File: src/hdl/gsps_pkg.sv
// Shared types, constants and helpers for the glyph renderer.
package gsps_pkg;

  localparam int unsigned DISPLAY_WIDTH  = 320;
  localparam int unsigned DISPLAY_HEIGHT = 240;

  localparam int unsigned QUEUE_DEPTH = 4;
  localparam int unsigned QPTR_W      = $clog2(QUEUE_DEPTH);

  localparam logic CMD_BEGIN = 1'b0;
  localparam logic CMD_GLYPH = 1'b1;

  localparam logic [1:0] ST_OK          = 2'd0;
  localparam logic [1:0] ST_BAD_CODE    = 2'd1;
  localparam logic [1:0] ST_OFF_DISPLAY = 2'd2;

  localparam logic [7:0] LCD_COL_SET   = 8'h2A;
  localparam logic [7:0] LCD_PAGE_SET  = 8'h2B;
  localparam logic [7:0] LCD_MEM_WRITE = 8'h2C;

  localparam int unsigned CFG_IDX_W = 3;
  localparam logic [CFG_IDX_W-1:0] REG_FG_COLOR     = 3'd0;
  localparam logic [CFG_IDX_W-1:0] REG_BG_COLOR     = 3'd1;
  localparam logic [CFG_IDX_W-1:0] REG_GLYPH_WIDTH  = 3'd2;
  localparam logic [CFG_IDX_W-1:0] REG_GLYPH_HEIGHT = 3'd3;
  localparam logic [CFG_IDX_W-1:0] REG_FIRST_CODE   = 3'd4;
  localparam logic [CFG_IDX_W-1:0] REG_LAST_CODE    = 3'd5;

  localparam logic [1:0] JOB_ERR = 2'd0;
  localparam logic [1:0] JOB_WIN = 2'd1;
  localparam logic [1:0] JOB_PIX = 2'd2;

  // window setup sequence: commands and address bytes
  localparam logic [3:0] WIN_LAST_STEP = 4'd10;

  typedef struct packed {
    logic        command;
    logic [15:0] start_col;
    logic [15:0] start_row;
    logic [7:0]  char_code;
    logic [7:0]  glyph_byte;
  } in_word_t;

  typedef struct packed {
    logic [7:0] out_byte;
    logic       is_data;
    logic [1:0] status;
    logic       glyph_end;
    logic       last;
  } out_word_t;

  // live configuration, geometry already clamped to 1..32
  typedef struct packed {
    logic [15:0] fg_color;
    logic [15:0] bg_color;
    logic [5:0]  width;
    logic [5:0]  height;
    logic [7:0]  first_code;
    logic [7:0]  last_code;
  } cfg_t;

  typedef struct packed {
    logic [1:0]  kind;
    logic [1:0]  status;
    logic [15:0] col;
    logic [15:0] col_end;
    logic [15:0] row;
    logic [15:0] row_end;
    logic [7:0]  gbyte;
    logic [3:0]  npix;
    logic        closing;
  } job_t;

  function automatic logic [5:0] clamp_dim(input logic [5:0] v);
    logic [5:0] r;
    r = v;
    if (v == 6'd0) r = 6'd1;
    else if (v > 6'd32) r = 6'd32;
    return r;
  endfunction

endpackage

File: src/hdl/gsps_queue.sv
// Short job queue between the front and back parts.
module gsps_queue (
  input  logic          clk,
  input  logic          rst_n,
  input  logic          push,
  input  gsps_pkg::job_t push_job,
  output logic          full,
  input  logic          pop,
  output gsps_pkg::job_t pop_job,
  output logic          empty
);
  import gsps_pkg::*;

  job_t              slot_r [QUEUE_DEPTH];
  logic [QPTR_W-1:0] wr_ptr_r, wr_ptr_nxt;
  logic [QPTR_W-1:0] rd_ptr_r, rd_ptr_nxt;
  logic [QPTR_W:0]   count_r, count_nxt;
  logic              do_push, do_pop;

  assign full    = (count_r == (QPTR_W+1)'(QUEUE_DEPTH));
  assign empty   = (count_r == '0);
  assign do_push = push && !full;
  assign do_pop  = pop && !empty;
  assign pop_job = slot_r[rd_ptr_r];

  always_comb begin
    wr_ptr_nxt = do_push ? wr_ptr_r + 1'b1 : wr_ptr_r;
    rd_ptr_nxt = do_pop ? rd_ptr_r + 1'b1 : rd_ptr_r;
    count_nxt  = count_r;
    if (do_push && !do_pop) count_nxt = count_r + 1'b1;
    else if (!do_push && do_pop) count_nxt = count_r - 1'b1;
  end

  always_ff @(posedge clk) begin
    if (!rst_n) begin
      wr_ptr_r <= '0;
      rd_ptr_r <= '0;
      count_r  <= '0;
    end else begin
      wr_ptr_r <= wr_ptr_nxt;
      rd_ptr_r <= rd_ptr_nxt;
      count_r  <= count_nxt;
    end
  end

  always_ff @(posedge clk) begin
    if (do_push) slot_r[wr_ptr_r] <= push_job;
  end

endmodule

File: src/hdl/gsps_front.sv
// Front part: accepts words, tracks the open character and queues jobs.
module gsps_front (
  input  logic              clk,
  input  logic              rst_n,
  input  logic              in_push,
  output logic              in_full,
  input  gsps_pkg::in_word_t in_word,
  input  gsps_pkg::cfg_t    cfg,
  input  logic              q_full,
  output logic              job_push,
  output gsps_pkg::job_t    job
);
  import gsps_pkg::*;

  logic       glyph_open_r, glyph_open_nxt;
  logic [4:0] pixel_in_row_r, pixel_in_row_nxt;
  logic [4:0] row_in_glyph_r, row_in_glyph_nxt;

  logic        accept;
  logic        bad_code, off_display;
  logic [16:0] col_room, row_room;
  logic [16:0] col_end_w, row_end_w;
  logic [5:0]  left_in_row;
  logic [3:0]  npix;
  logic [5:0]  pos;
  logic [5:0]  row_inc;
  logic        row_done, closing;

  assign accept  = in_push && !q_full;
  assign in_full = q_full;

  always_comb begin
    bad_code = (in_word.char_code < cfg.first_code) || (in_word.char_code > cfg.last_code);
    col_room = 17'(DISPLAY_WIDTH) - {1'b0, in_word.start_col};
    row_room = 17'(DISPLAY_HEIGHT) - {1'b0, in_word.start_row};
    off_display = ({1'b0, in_word.start_col} > 17'(DISPLAY_WIDTH - 1))
               || ({1'b0, in_word.start_row} > 17'(DISPLAY_HEIGHT - 1))
               || (17'(cfg.width) > col_room)
               || (17'(cfg.height) > row_room);
    col_end_w = {1'b0, in_word.start_col} + 17'(cfg.width) - 17'd1;
    row_end_w = {1'b0, in_word.start_row} + 17'(cfg.height) - 17'd1;

    // pixels this byte covers: what is left of the row, at most eight
    left_in_row = ({1'b0, pixel_in_row_r} < cfg.width)
                ? cfg.width - {1'b0, pixel_in_row_r} : 6'd0;
    npix     = (left_in_row > 6'd8) ? 4'd8 : left_in_row[3:0];
    pos      = {1'b0, pixel_in_row_r} + 6'(npix);
    row_inc  = {1'b0, row_in_glyph_r} + 6'd1;
    row_done = (pos >= cfg.width);
    closing  = row_done && (row_inc >= cfg.height);
  end

  always_comb begin
    glyph_open_nxt   = glyph_open_r;
    pixel_in_row_nxt = pixel_in_row_r;
    row_in_glyph_nxt = row_in_glyph_r;
    job_push         = 1'b0;
    job.kind         = JOB_ERR;
    job.status       = ST_OK;
    job.col          = in_word.start_col;
    job.col_end      = col_end_w[15:0];
    job.row          = in_word.start_row;
    job.row_end      = row_end_w[15:0];
    job.gbyte        = in_word.glyph_byte;
    job.npix         = npix;
    job.closing      = closing;
    if (accept) begin
      if (in_word.command == CMD_BEGIN) begin
        job_push         = 1'b1;
        pixel_in_row_nxt = '0;
        row_in_glyph_nxt = '0;
        glyph_open_nxt   = 1'b0;
        if (bad_code) begin
          job.status = ST_BAD_CODE;
        end else if (off_display) begin
          job.status = ST_OFF_DISPLAY;
        end else begin
          job.kind       = JOB_WIN;
          glyph_open_nxt = 1'b1;
        end
      end else if (glyph_open_r) begin
        job.kind = JOB_PIX;
        job_push = (npix != 4'd0);
        if (row_done) begin
          pixel_in_row_nxt = '0;
          row_in_glyph_nxt = closing ? 5'd0 : row_inc[4:0];
          if (closing) glyph_open_nxt = 1'b0;
        end else begin
          pixel_in_row_nxt = pos[4:0];
        end
      end
    end
  end

  always_ff @(posedge clk) begin
    if (!rst_n) begin
      glyph_open_r   <= 1'b0;
      pixel_in_row_r <= '0;
      row_in_glyph_r <= '0;
    end else begin
      glyph_open_r   <= glyph_open_nxt;
      pixel_in_row_r <= pixel_in_row_nxt;
      row_in_glyph_r <= row_in_glyph_nxt;
    end
  end

endmodule

File: src/hdl/gsps_back.sv
// Back part: expands queued jobs into link bytes, one word per cycle while the result side takes them.
module gsps_back (
  input  logic               clk,
  input  logic               rst_n,
  input  gsps_pkg::cfg_t     cfg,
  input  logic               q_empty,
  input  gsps_pkg::job_t     job,
  output logic               q_pop,
  output logic               out_empty,
  input  logic               out_pop,
  output gsps_pkg::out_word_t out_word
);
  import gsps_pkg::*;

  logic [3:0] step_r, step_nxt;
  logic       out_valid_r, out_valid_nxt;
  out_word_t  out_word_r;
  out_word_t  word;
  logic       emit;
  logic [2:0] pix_idx;
  logic       pix_bit;
  logic [15:0] color;
  logic       pix_fin;

  assign emit      = !q_empty && (!out_valid_r || out_pop);
  assign out_empty = !out_valid_r;
  assign out_word  = out_word_r;

  always_comb begin
    pix_idx = step_r[3:1];
    pix_bit = job.gbyte[3'd7 - pix_idx];
    color   = pix_bit ? cfg.fg_color : cfg.bg_color;
    pix_fin = step_r[0] && ({1'b0, pix_idx} == job.npix - 4'd1);

    word.out_byte  = 8'd0;
    word.is_data   = 1'b0;
    word.status    = ST_OK;
    word.glyph_end = 1'b0;
    word.last      = 1'b0;
    unique case (job.kind)
      JOB_WIN: begin
        word.is_data = 1'b1;
        word.last    = (step_r == WIN_LAST_STEP);
        unique case (step_r)
          4'd0: begin
            word.out_byte = LCD_COL_SET;
            word.is_data  = 1'b0;
          end
          4'd1: word.out_byte = job.col[15:8];
          4'd2: word.out_byte = job.col[7:0];
          4'd3: word.out_byte = job.col_end[15:8];
          4'd4: word.out_byte = job.col_end[7:0];
          4'd5: begin
            word.out_byte = LCD_PAGE_SET;
            word.is_data  = 1'b0;
          end
          4'd6: word.out_byte = job.row[15:8];
          4'd7: word.out_byte = job.row[7:0];
          4'd8: word.out_byte = job.row_end[15:8];
          4'd9: word.out_byte = job.row_end[7:0];
          default: begin
            word.out_byte = LCD_MEM_WRITE;
            word.is_data  = 1'b0;
          end
        endcase
      end
      JOB_PIX: begin
        word.out_byte  = step_r[0] ? color[7:0] : color[15:8];
        word.is_data   = 1'b1;
        word.glyph_end = pix_fin && job.closing;
        word.last      = pix_fin;
      end
      default: begin
        word.status = job.status;
        word.last   = 1'b1;
      end
    endcase

    q_pop         = emit && word.last;
    step_nxt      = step_r;
    if (emit) step_nxt = word.last ? 4'd0 : step_r + 4'd1;
    out_valid_nxt = out_valid_r;
    if (emit) out_valid_nxt = 1'b1;
    else if (out_pop) out_valid_nxt = 1'b0;
  end

  always_ff @(posedge clk) begin
    if (!rst_n) begin
      step_r      <= '0;
      out_valid_r <= 1'b0;
    end else begin
      step_r      <= step_nxt;
      out_valid_r <= out_valid_nxt;
    end
  end

  always_ff @(posedge clk) begin
    if (emit) out_word_r <= word;
  end

endmodule

File: src/hdl/glyph_to_spi_pixel_stream_top.sv
// Top level: configuration registers, front part, job queue and back part.
// The first result word of an input word passes the job queue and the output
// register. The back part gives one result word per cycle while the result
// side takes them; a begin gives 11 words (1 on an error), a glyph byte 2 per
// pixel, up to 16.
// Input words are taken every cycle while the 4-entry job queue has room.
// Reset (rst_n low, synchronous): registers to defaults, no open character,
// queue and output empty.
module glyph_to_spi_pixel_stream_top (
  input  logic                                   clk,
  input  logic                                   rst_n,
  input  logic                                   in_push,
  output logic                                   in_full,
  input  gsps_pkg::in_word_t                      in_word,
  output logic                                   out_empty,
  input  logic                                   out_pop,
  output gsps_pkg::out_word_t                     out_word,
  input  logic                                   cfg_valid,
  output logic                                   cfg_ready,
  input  logic [gsps_pkg::CFG_IDX_W-1:0]          cfg_index,
  input  logic [15:0]                            cfg_data
);
  import gsps_pkg::*;

  logic [15:0] fg_color_r, bg_color_r;
  logic [5:0]  glyph_width_r, glyph_height_r;
  logic [7:0]  first_code_r, last_code_r;
  cfg_t        cfg;
  logic        q_full, q_empty, q_push, q_pop;
  job_t        push_job, head_job;

  assign cfg_ready = 1'b1;

  always_ff @(posedge clk) begin
    if (!rst_n) begin
      fg_color_r     <= 16'hFFFF;
      bg_color_r     <= 16'h0000;
      glyph_width_r  <= 6'd8;
      glyph_height_r <= 6'd16;
      first_code_r   <= 8'd32;
      last_code_r    <= 8'd126;
    end else if (cfg_valid && cfg_ready) begin
      unique case (cfg_index)
        REG_FG_COLOR:     fg_color_r     <= cfg_data;
        REG_BG_COLOR:     bg_color_r     <= cfg_data;
        REG_GLYPH_WIDTH:  glyph_width_r  <= cfg_data[5:0];
        REG_GLYPH_HEIGHT: glyph_height_r <= cfg_data[5:0];
        REG_FIRST_CODE:   first_code_r   <= cfg_data[7:0];
        REG_LAST_CODE:    last_code_r    <= cfg_data[7:0];
        default: ;
      endcase
    end
  end

  always_comb begin
    cfg.fg_color   = fg_color_r;
    cfg.bg_color   = bg_color_r;
    cfg.width      = clamp_dim(glyph_width_r);
    cfg.height     = clamp_dim(glyph_height_r);
    cfg.first_code = first_code_r;
    cfg.last_code  = last_code_r;
  end

  gsps_front u_front (
    .clk      (clk),
    .rst_n    (rst_n),
    .in_push  (in_push),
    .in_full  (in_full),
    .in_word  (in_word),
    .cfg      (cfg),
    .q_full   (q_full),
    .job_push (q_push),
    .job      (push_job)
  );

  gsps_queue u_queue (
    .clk      (clk),
    .rst_n    (rst_n),
    .push     (q_push),
    .push_job (push_job),
    .full     (q_full),
    .pop      (q_pop),
    .pop_job  (head_job),
    .empty    (q_empty)
  );

  gsps_back u_back (
    .clk       (clk),
    .rst_n     (rst_n),
    .cfg       (cfg),
    .q_empty   (q_empty),
    .job       (head_job),
    .q_pop     (q_pop),
    .out_empty (out_empty),
    .out_pop   (out_pop),
    .out_word  (out_word)
  );

endmodule

File: config.mk
export PLATFORM = sky130hd
export DESIGN_NAME = glyph_to_spi_pixel_stream_top
export DESIGN_NICKNAME = d
export VERILOG_FILES = /design/src/hdl/gsps_pkg.sv /design/src/hdl/gsps_queue.sv /design/src/hdl/gsps_front.sv /design/src/hdl/gsps_back.sv /design/src/hdl/glyph_to_spi_pixel_stream_top.sv
export SDC_FILE = /design/constraint.sdc
export NUM_CORES = 1
export LEC_CHECK = 0
export BUFFER_PORTS_ARGS = -buffer_cell sky130_fd_sc_hd__buf_2
export CAP_MARGIN = 30
export CORE_ASPECT_RATIO = 1.2
export CORE_UTILIZATION = 50
export DETAILED_ROUTE_END_ITERATION = 8
export PLACE_DENSITY_LB_ADDON = 0.2
export SLEW_MARGIN = 20
export SYNTH_ARGS = -nofsm -noshare
export SYNTH_HDL_FRONTEND = slang
export SYNTH_HIERARCHICAL = 1
export SYNTH_SLANG_ARGS = --single-unit
export TNS_END_PERCENT = 30
File: constraint.sdc
create_clock -name clk -period 7.3 [get_ports clk]
set_input_delay 1.46 -clock clk [delete_from_list [all_inputs] [get_ports clk]]
set_output_delay 1.46 -clock clk [all_outputs]
set_load 0.1 [all_outputs]
==> results of run 1 <==
-- power by group --
group / leakage [nW] / total (mW) / internal, mW / switching [mW]
logic: 4.06 / 1.55 / 0.533 / 1.01
registers: 3.77 / 2.91 / 2.82 / 0.0919
clock network: 0.703 / 2.20 / 1.31 / 0.890
-- layer usage --
layer,part of all wire (%),wire length [um],track usage [%]
met1,42,19800,28.2
met2,50,23700,39.3
met3,5.3,2510,3.81
met4,3.1,1500,8.40
met5,0.042,20,0
-- critical path, cell delays in order, from the launching register on --
cell	delay (ps)
dfxtp_1	330
or4_1	540
a21oi_1	280
inv_1	140
ha_1	240
inv_1	80
fa_1	230
nand2_1	70
nor4b_1	270
a21oi_1	110
o221a_2	280
a211o_1	300
nor2_1	360
ha_1	310
a21o_1	160
a21oi_1	230
xnor2_1	140
ha_1	210
a2111oi_0	380
o21bai_1	190
o31ai_2	510
nor3_1	130
a311o_1	330
-- how the worst max path moves through the flow --
stage	endpoint	start	depth (start not counted)	slack [ps]
finish	u_front/row_in_glyph_r[2]$_SDFFE_PN0P_	glyph_width_r[1]$_SDFFE_PN0P_	22	1380
global route	u_front/row_in_glyph_r[2]$_SDFFE_PN0P_	glyph_width_r[1]$_SDFFE_PN0P_	22	960
CTS	u_front/row_in_glyph_r[2]$_SDFFE_PN0P_	glyph_width_r[1]$_SDFFE_PN0P_	22	1430
detailed placement	u_front/row_in_glyph_r[2]$_SDFFE_PN0P_	glyph_width_r[1]$_SDFFE_PN0P_	22	1480
global placement	u_front/row_in_glyph_r[2]$_SDFFE_PN0P_	glyph_width_r[1]$_SDFFE_PN0P_	22	1640
floorplan	u_front/row_in_glyph_r[2]$_SDFFE_PN0P_	glyph_width_r[1]$_SDFFE_PN0P_	22	2240
-- area by class of cell --
type	instances	area share, %
multi-input combinational	887	35.3
sequential	422	51.1
clock inverter	19	0.886
clock buffer	57	5.24
timing repair buffer	106	2.54
antenna	1	0.0108
tap	546	2.95
inverter	123	1.99
-- Yosys cell counts, types with 8 or more instances --
library cell  instances  area share [%]
a22oi_1              14            0.50
buf_2                17            0.40
o22ai_1              10            0.29
a21o_1                9            0.32
nand4_1               9            0.27
xnor2_1              45             1.9
nor3_1               20            0.47
o21a_1                9            0.32
ha_1                125             7.4
a221oi_1              8            0.33
a211oi_1              8            0.28
nor2b_1              72             2.1
mux2i_1              75             3.5
clkbuf_1             25            0.44
a21oi_1              40            0.94
mux4_2               83             8.8
inv_1               121             2.1
nand2b_1             13            0.38
o21ai_0              26            0.61
a222oi_1              8            0.38
edfxtp_1            337              48
nand3_1              19            0.45
dfxtp_1              85             8.0
and3_1               12            0.35
and2_1               13            0.38
buf_4                44             1.6
buf_12               11             1.0
nor2_1               48            0.85
xor2_1               13            0.54
nand2_1              79             1.4
a31oi_1              12            0.35
-- metrics by stage --
step | instance area (um^2) | utilization, % | std cells
after floorplan | 21200 | - | 1534
after global placement | 21700 | 52.0 | 2083
after global routing | 23200 | 55.5 | 2161
after CTS | 23200 | 55.5 | 2160
final | 23200 | 55.5 | 2161
after detailed placement | 21700 | 52.1 | 2084
-- flip-flops by register name, indices dropped and copies added (netlist names), named ones only --
| register | count |
|---|---|
| first_code_r | 8 |
| fg_color_r | 16 |
| u_queue/rd_ptr_r | 2 |
| u_queue/slot_r | 324 |
| glyph_width_r | 6 |
| u_queue/wr_ptr_r | 2 |
| u_back/step_r | 4 |
| bg_color_r | 16 |
| u_back/out_word | 13 |
| u_front/glyph_open_r | 1 |
| u_front/row_in_glyph_r | 5 |
| last_code_r | 8 |
| u_back/out_valid_r | 1 |
| glyph_height_r | 6 |
| u_queue/count_r | 3 |
| u_front/pixel_in_row_r | 5 |
-- kinds of logic after synthesis --
| kind of cell | after synthesis |
|---|---|
| flip-flops | 422 |
| other | 1 |
| XOR/XNOR | 58 |
| AO/OA/AOI/OAI | 207 |
| adder cells (fa/ha/maj) | 130 |
| buffers and inverters | 225 |
| multiplexers | 167 |
| AND/OR/NAND/NOR | 324 |
==> reports/qor.csv, run 1 <==
metric,value,unit
cts_buffers,44,
min-delay-start,bg_color_r[8]$_SDFFE_PN0P_,
antenna_found_initial,3,
drt_iter0_markers,789,
synth_compound_area_share,6.90,%
final_cell_mix,"337 x edfxtp_1, 125 x ha_1, 121 x inv_1",
viasPerCell,5.81,
drc,0,
clk_pin_slew,60,ps
syn_inst,1534,
synth_ff_type,edfxtp_1,
reg2reg_slack,1380,ps
overflow,0,
synth-adder-area-share,7.85,%
multiInputGateArea,8170,um^2
cellPowerDensity,288,nW/um^2
yosys_register_bits,422,
avgSynthCellArea,13.8,um^2
htreeDepth,2,
cts_tree,done,
die_y,228,um
cts_setup_buffers,0,
ys_seq_area_share,55.7,%
hp-class,reg2reg,
synth_area,21200,um^2
die_area,43200,um^2
layout-drive-gt1-share,17.0,%
setup_violations,0,
grt_pass1_vias,12711,
finalCriticalPeriod,5920,ps
required,7740,ps
routabilityCongestion,0.892,
hold_end,bg_color_r[8]$_SDFFE_PN0P_,
die-width,190,um
clock_skew,21.6,ps
synth_nets,1737,
timing.hold.ws,457,ps
ctsRootBufferMaster,clkbuf_16,
clkSinkCount,422,
io_buffer_count,87,
yosysWarnings,6,
synth.distinct_cells,83,
finalSetupTns,0,ps
wl_per_cell,22.0,um
synth-xor-area-share,2.40,%
postCtsHoldBufs,0,
ff_latch_area,11800,um^2
fmax,0.169,GHz
place_ws,1480,ps
yosys.area_share.simple,8.19,%
setup_slack,1380,ps
cts_resized,0,
hold_viol_final,0,
insertion_delay,560,ps
timing.rr.start,glyph_width_r[1]$_SDFFE_PN0P_,
min_path_cells,2,
ant_nets,0,
grt_pass1_wl,73300,um
synth_top_family_by_area,multiplexers,
worst_ep_arrival_time,6360,ps
clk_path_buf_depth,3,
rsz0062_at_grt,false,
synth_edf_count,337,
core_area,41800,um^2
vias,12558,
cp_max_fo,7,
syn_to_final_growth,9.19,%
status,completed,
dr.pass1.iters,8,
muxShareOfSynthArea,13.1,%
rows,82,
finalCritPeriodShare,81.1,%
drv_slew,0,
ios,89,
max_cap_viol_count,0,
final_common_cell,edfxtp_1,
critPathKind,reg2reg,
reg2reg_depth,22,
synthArstFlopShare,0,%
hpwlAfterDp,32900,um
vdd_ir_drop_max,0.404,mV
start_util,50.8,%
cp-start-kind,flop,
cp-end-kind,flop,
worst_pin_slew,997,ps
timing.rr.end,u_front/row_in_glyph_r[2]$_SDFFE_PN0P_,
grt_max_degree,94,
num-fill-cells,3457,
nets,1787,
p_total,6.66,mW
grtUsageTotal,22.5,%
slew_headroom,33.5,%
p_leak,8.53,nW
routed_wl,47500,um
Note: power is estimated with default switching activity, not from simulation.
==> run 2: changes to the inputs <==
==> constraint.sdc (replaced) <==
create_clock -name clk -period 5.98 [get_ports clk]
set_input_delay 1.196 -clock clk [delete_from_list [all_inputs] [get_ports clk]]
set_output_delay 1.196 -clock clk [all_outputs]
set_load 0.1 [all_outputs]
==> reports/qor.csv, run 2 (same netlist as run 1, synthesis figures left out) <==
metric,value,unit,change
syn_to_final_growth,9.49,%,
finalCritPeriodShare,91.6,%,+10 points
rows,82,,unchanged
hp-class,reg2reg,,
dr.pass1.iters,5,,-3
final_common_cell,edfxtp_1,,
start_util,50.8,%,unchanged
top_regs,"u_queue/slot_r (324), bg_color_r (16), fg_color_r (16)",,
cts_tree,done,,
cp_max_fo,6,,-1
setup_violations,0,,unchanged
finalCriticalPeriod,5480,ps,-447 ps
insertion_delay,560,ps,about the same
dp_cells,2089,,+0.24%
worst_pin_slew,915,ps,-82.6 ps
die_area,43200,um^2,unchanged
fmax,0.183,GHz,+8.2%
num-fill-cells,3419,,-1.1%
routabilityCongestion,0.872,,-2.2%
core_area,41800,um^2,unchanged
wl_per_cell,22.2,um,+0.76%
fin_cells,2167,,+0.28%
vdd_ir_drop_max,0.417,mV,+3.2%
vias,12466,,-0.73%
cellPowerDensity,349,nW/um^2,+21%
ios,89,,unchanged
largest_reg_flops,324,,unchanged
die-width,190,um,unchanged
hold_viol_final,0,,unchanged
postCtsHoldBufs,0,,unchanged
p_total,8.11,mW,+22%
cts_buffers,43,,-2.3%
clock_skew,19.0,ps,-2.63 ps
critPathKind,reg2reg,,
multiInputGateArea,8180,um^2,about the same
cp-start-kind,flop,,
grtUsageTotal,22.8,%,+0.24 points
viasPerCell,5.75,,-1.0%
nets,1791,,+0.22%
routed_wl,48000,um,+1.0%
ctsRootBufferMaster,clkbuf_16,,
top_register,u_queue/slot_r,,
status,completed,,
grt_pass1_vias,12710,,-0.0079%
ff_latch_area,11800,um^2,unchanged
io_buffer_count,87,,unchanged
grt_max_degree,103,,+9.6%
hpwlAfterDp,33800,um,+2.9%
worst_ep_arrival_time,5910,ps,-450 ps
antenna_found_initial,1,,-2
p_leak,8.55,nW,+0.17%
drt_iter0_markers,816,,+3.4%
layout-drive-gt1-share,17.1,%,+0.050 points
required,6420,ps,-1320 ps
rsz0062_at_grt,false,,
drv_slew,0,,unchanged
drc,0,,unchanged
grt_pass1_wl,73700,um,+0.56%
ant_nets,0,,unchanged
slew_headroom,39.0,%,+5.5 points
final_cell_mix,"337 x edfxtp_1, 125 x ha_1, 121 x inv_1",,
htreeDepth,2,,unchanged
clkSinkCount,422,,unchanged
clk_path_buf_depth,3,,unchanged
finalSetupTns,0,ps,unchanged
cp-end-kind,flop,,
clk_pin_slew,60,ps,about the same
die_y,228,um,unchanged
n_antenna_cell,0,,-1
max_cap_viol_count,0,,unchanged
overflow,0,,unchanged
==> run 2: final timing paths <==
check	from	end	slack, ps	depth (start not counted)
worst max-delay path	glyph_width_r[1]$_SDFFE_PN0P_	u_front/row_in_glyph_r[3]$_SDFFE_PN0P_	500	25
worst min-delay path	bg_color_r[6]$_SDFFE_PN0P_	bg_color_r[6]$_SDFFE_PN0P_	460	2
worst max register to register	glyph_width_r[1]$_SDFFE_PN0P_	u_front/row_in_glyph_r[3]$_SDFFE_PN0P_	500	25
worst min register to register	bg_color_r[6]$_SDFFE_PN0P_	bg_color_r[6]$_SDFFE_PN0P_	460	2
==> run 2: power by group <==
group          leakage, nW  switching, mW  internal, mW
sequential            3.77          0.125          3.44
clock                0.680           1.09          1.56
combinational         4.10           1.23         0.660
==> run 2: cell type report <==
cell class,instances,area share [%]
Multi-Input combinational cell,887,35.2
Clock buffer,57,5.08
Tap cell,546,2.94
Clock inverter,21,0.932
Inverter,123,1.99
Sequential cell,422,50.9
Timing Repair Buffer,111,2.91
==> run 2: timing repair <==
action,CTS,global route
gates resized for setup,0,1
endpoints found under the setup margin,0,1
buffers inserted,0,0
==> run 2: per-stage QoR <==
| stage | setup slack, ps | hold slack, ps | util [%] | cell area, um^2 |
|---|---|---|---|---|
| floorplan | 920 | 430 | - | 21200 |
| global placement | 570 | 438 | 52.2 | 21800 |
| detailed placement | 490 | 452 | 52.3 | 21800 |
| CTS | 472 | 460 | 55.6 | 23200 |
| global route | 19.4 | 473 | 55.6 | 23200 |
| finish | 504 | 458 | 55.6 | 23200 |
==> run 2: worst max-delay path, stage by stage, from the launching register on <==
cell and delay, ps:
dfxtp_1 320, or4_1 530, a21oi_1 240, inv_1 130
ha_1 230, inv_1 70, fa_1 210, nand2_1 60
nor4b_1 270, a21oi_1 100, o221a_2 280, a211o_1 320
nor2_1 100, buf_4 150, ha_1 230, a21o_1 150
a21oi_1 230, xnor2_1 120, ha_1 280, o21a_1 110
o21ai_0 70, o21bai_1 200, a21oi_1 150, nor2_1 360
nor3_1 120, a311o_1 330
==> run 2: per-layer routing <==
metal	track usage, %	vias up	wire length [um]	share of wire, %
li1	-	5848	-	-
met1	28.9	6243	20000	42
met2	40.3	303	24400	51
met3	3.65	68	2380	5.0
met4	6.01	4	1090	2.3
met5	1.58	-	103	0.21
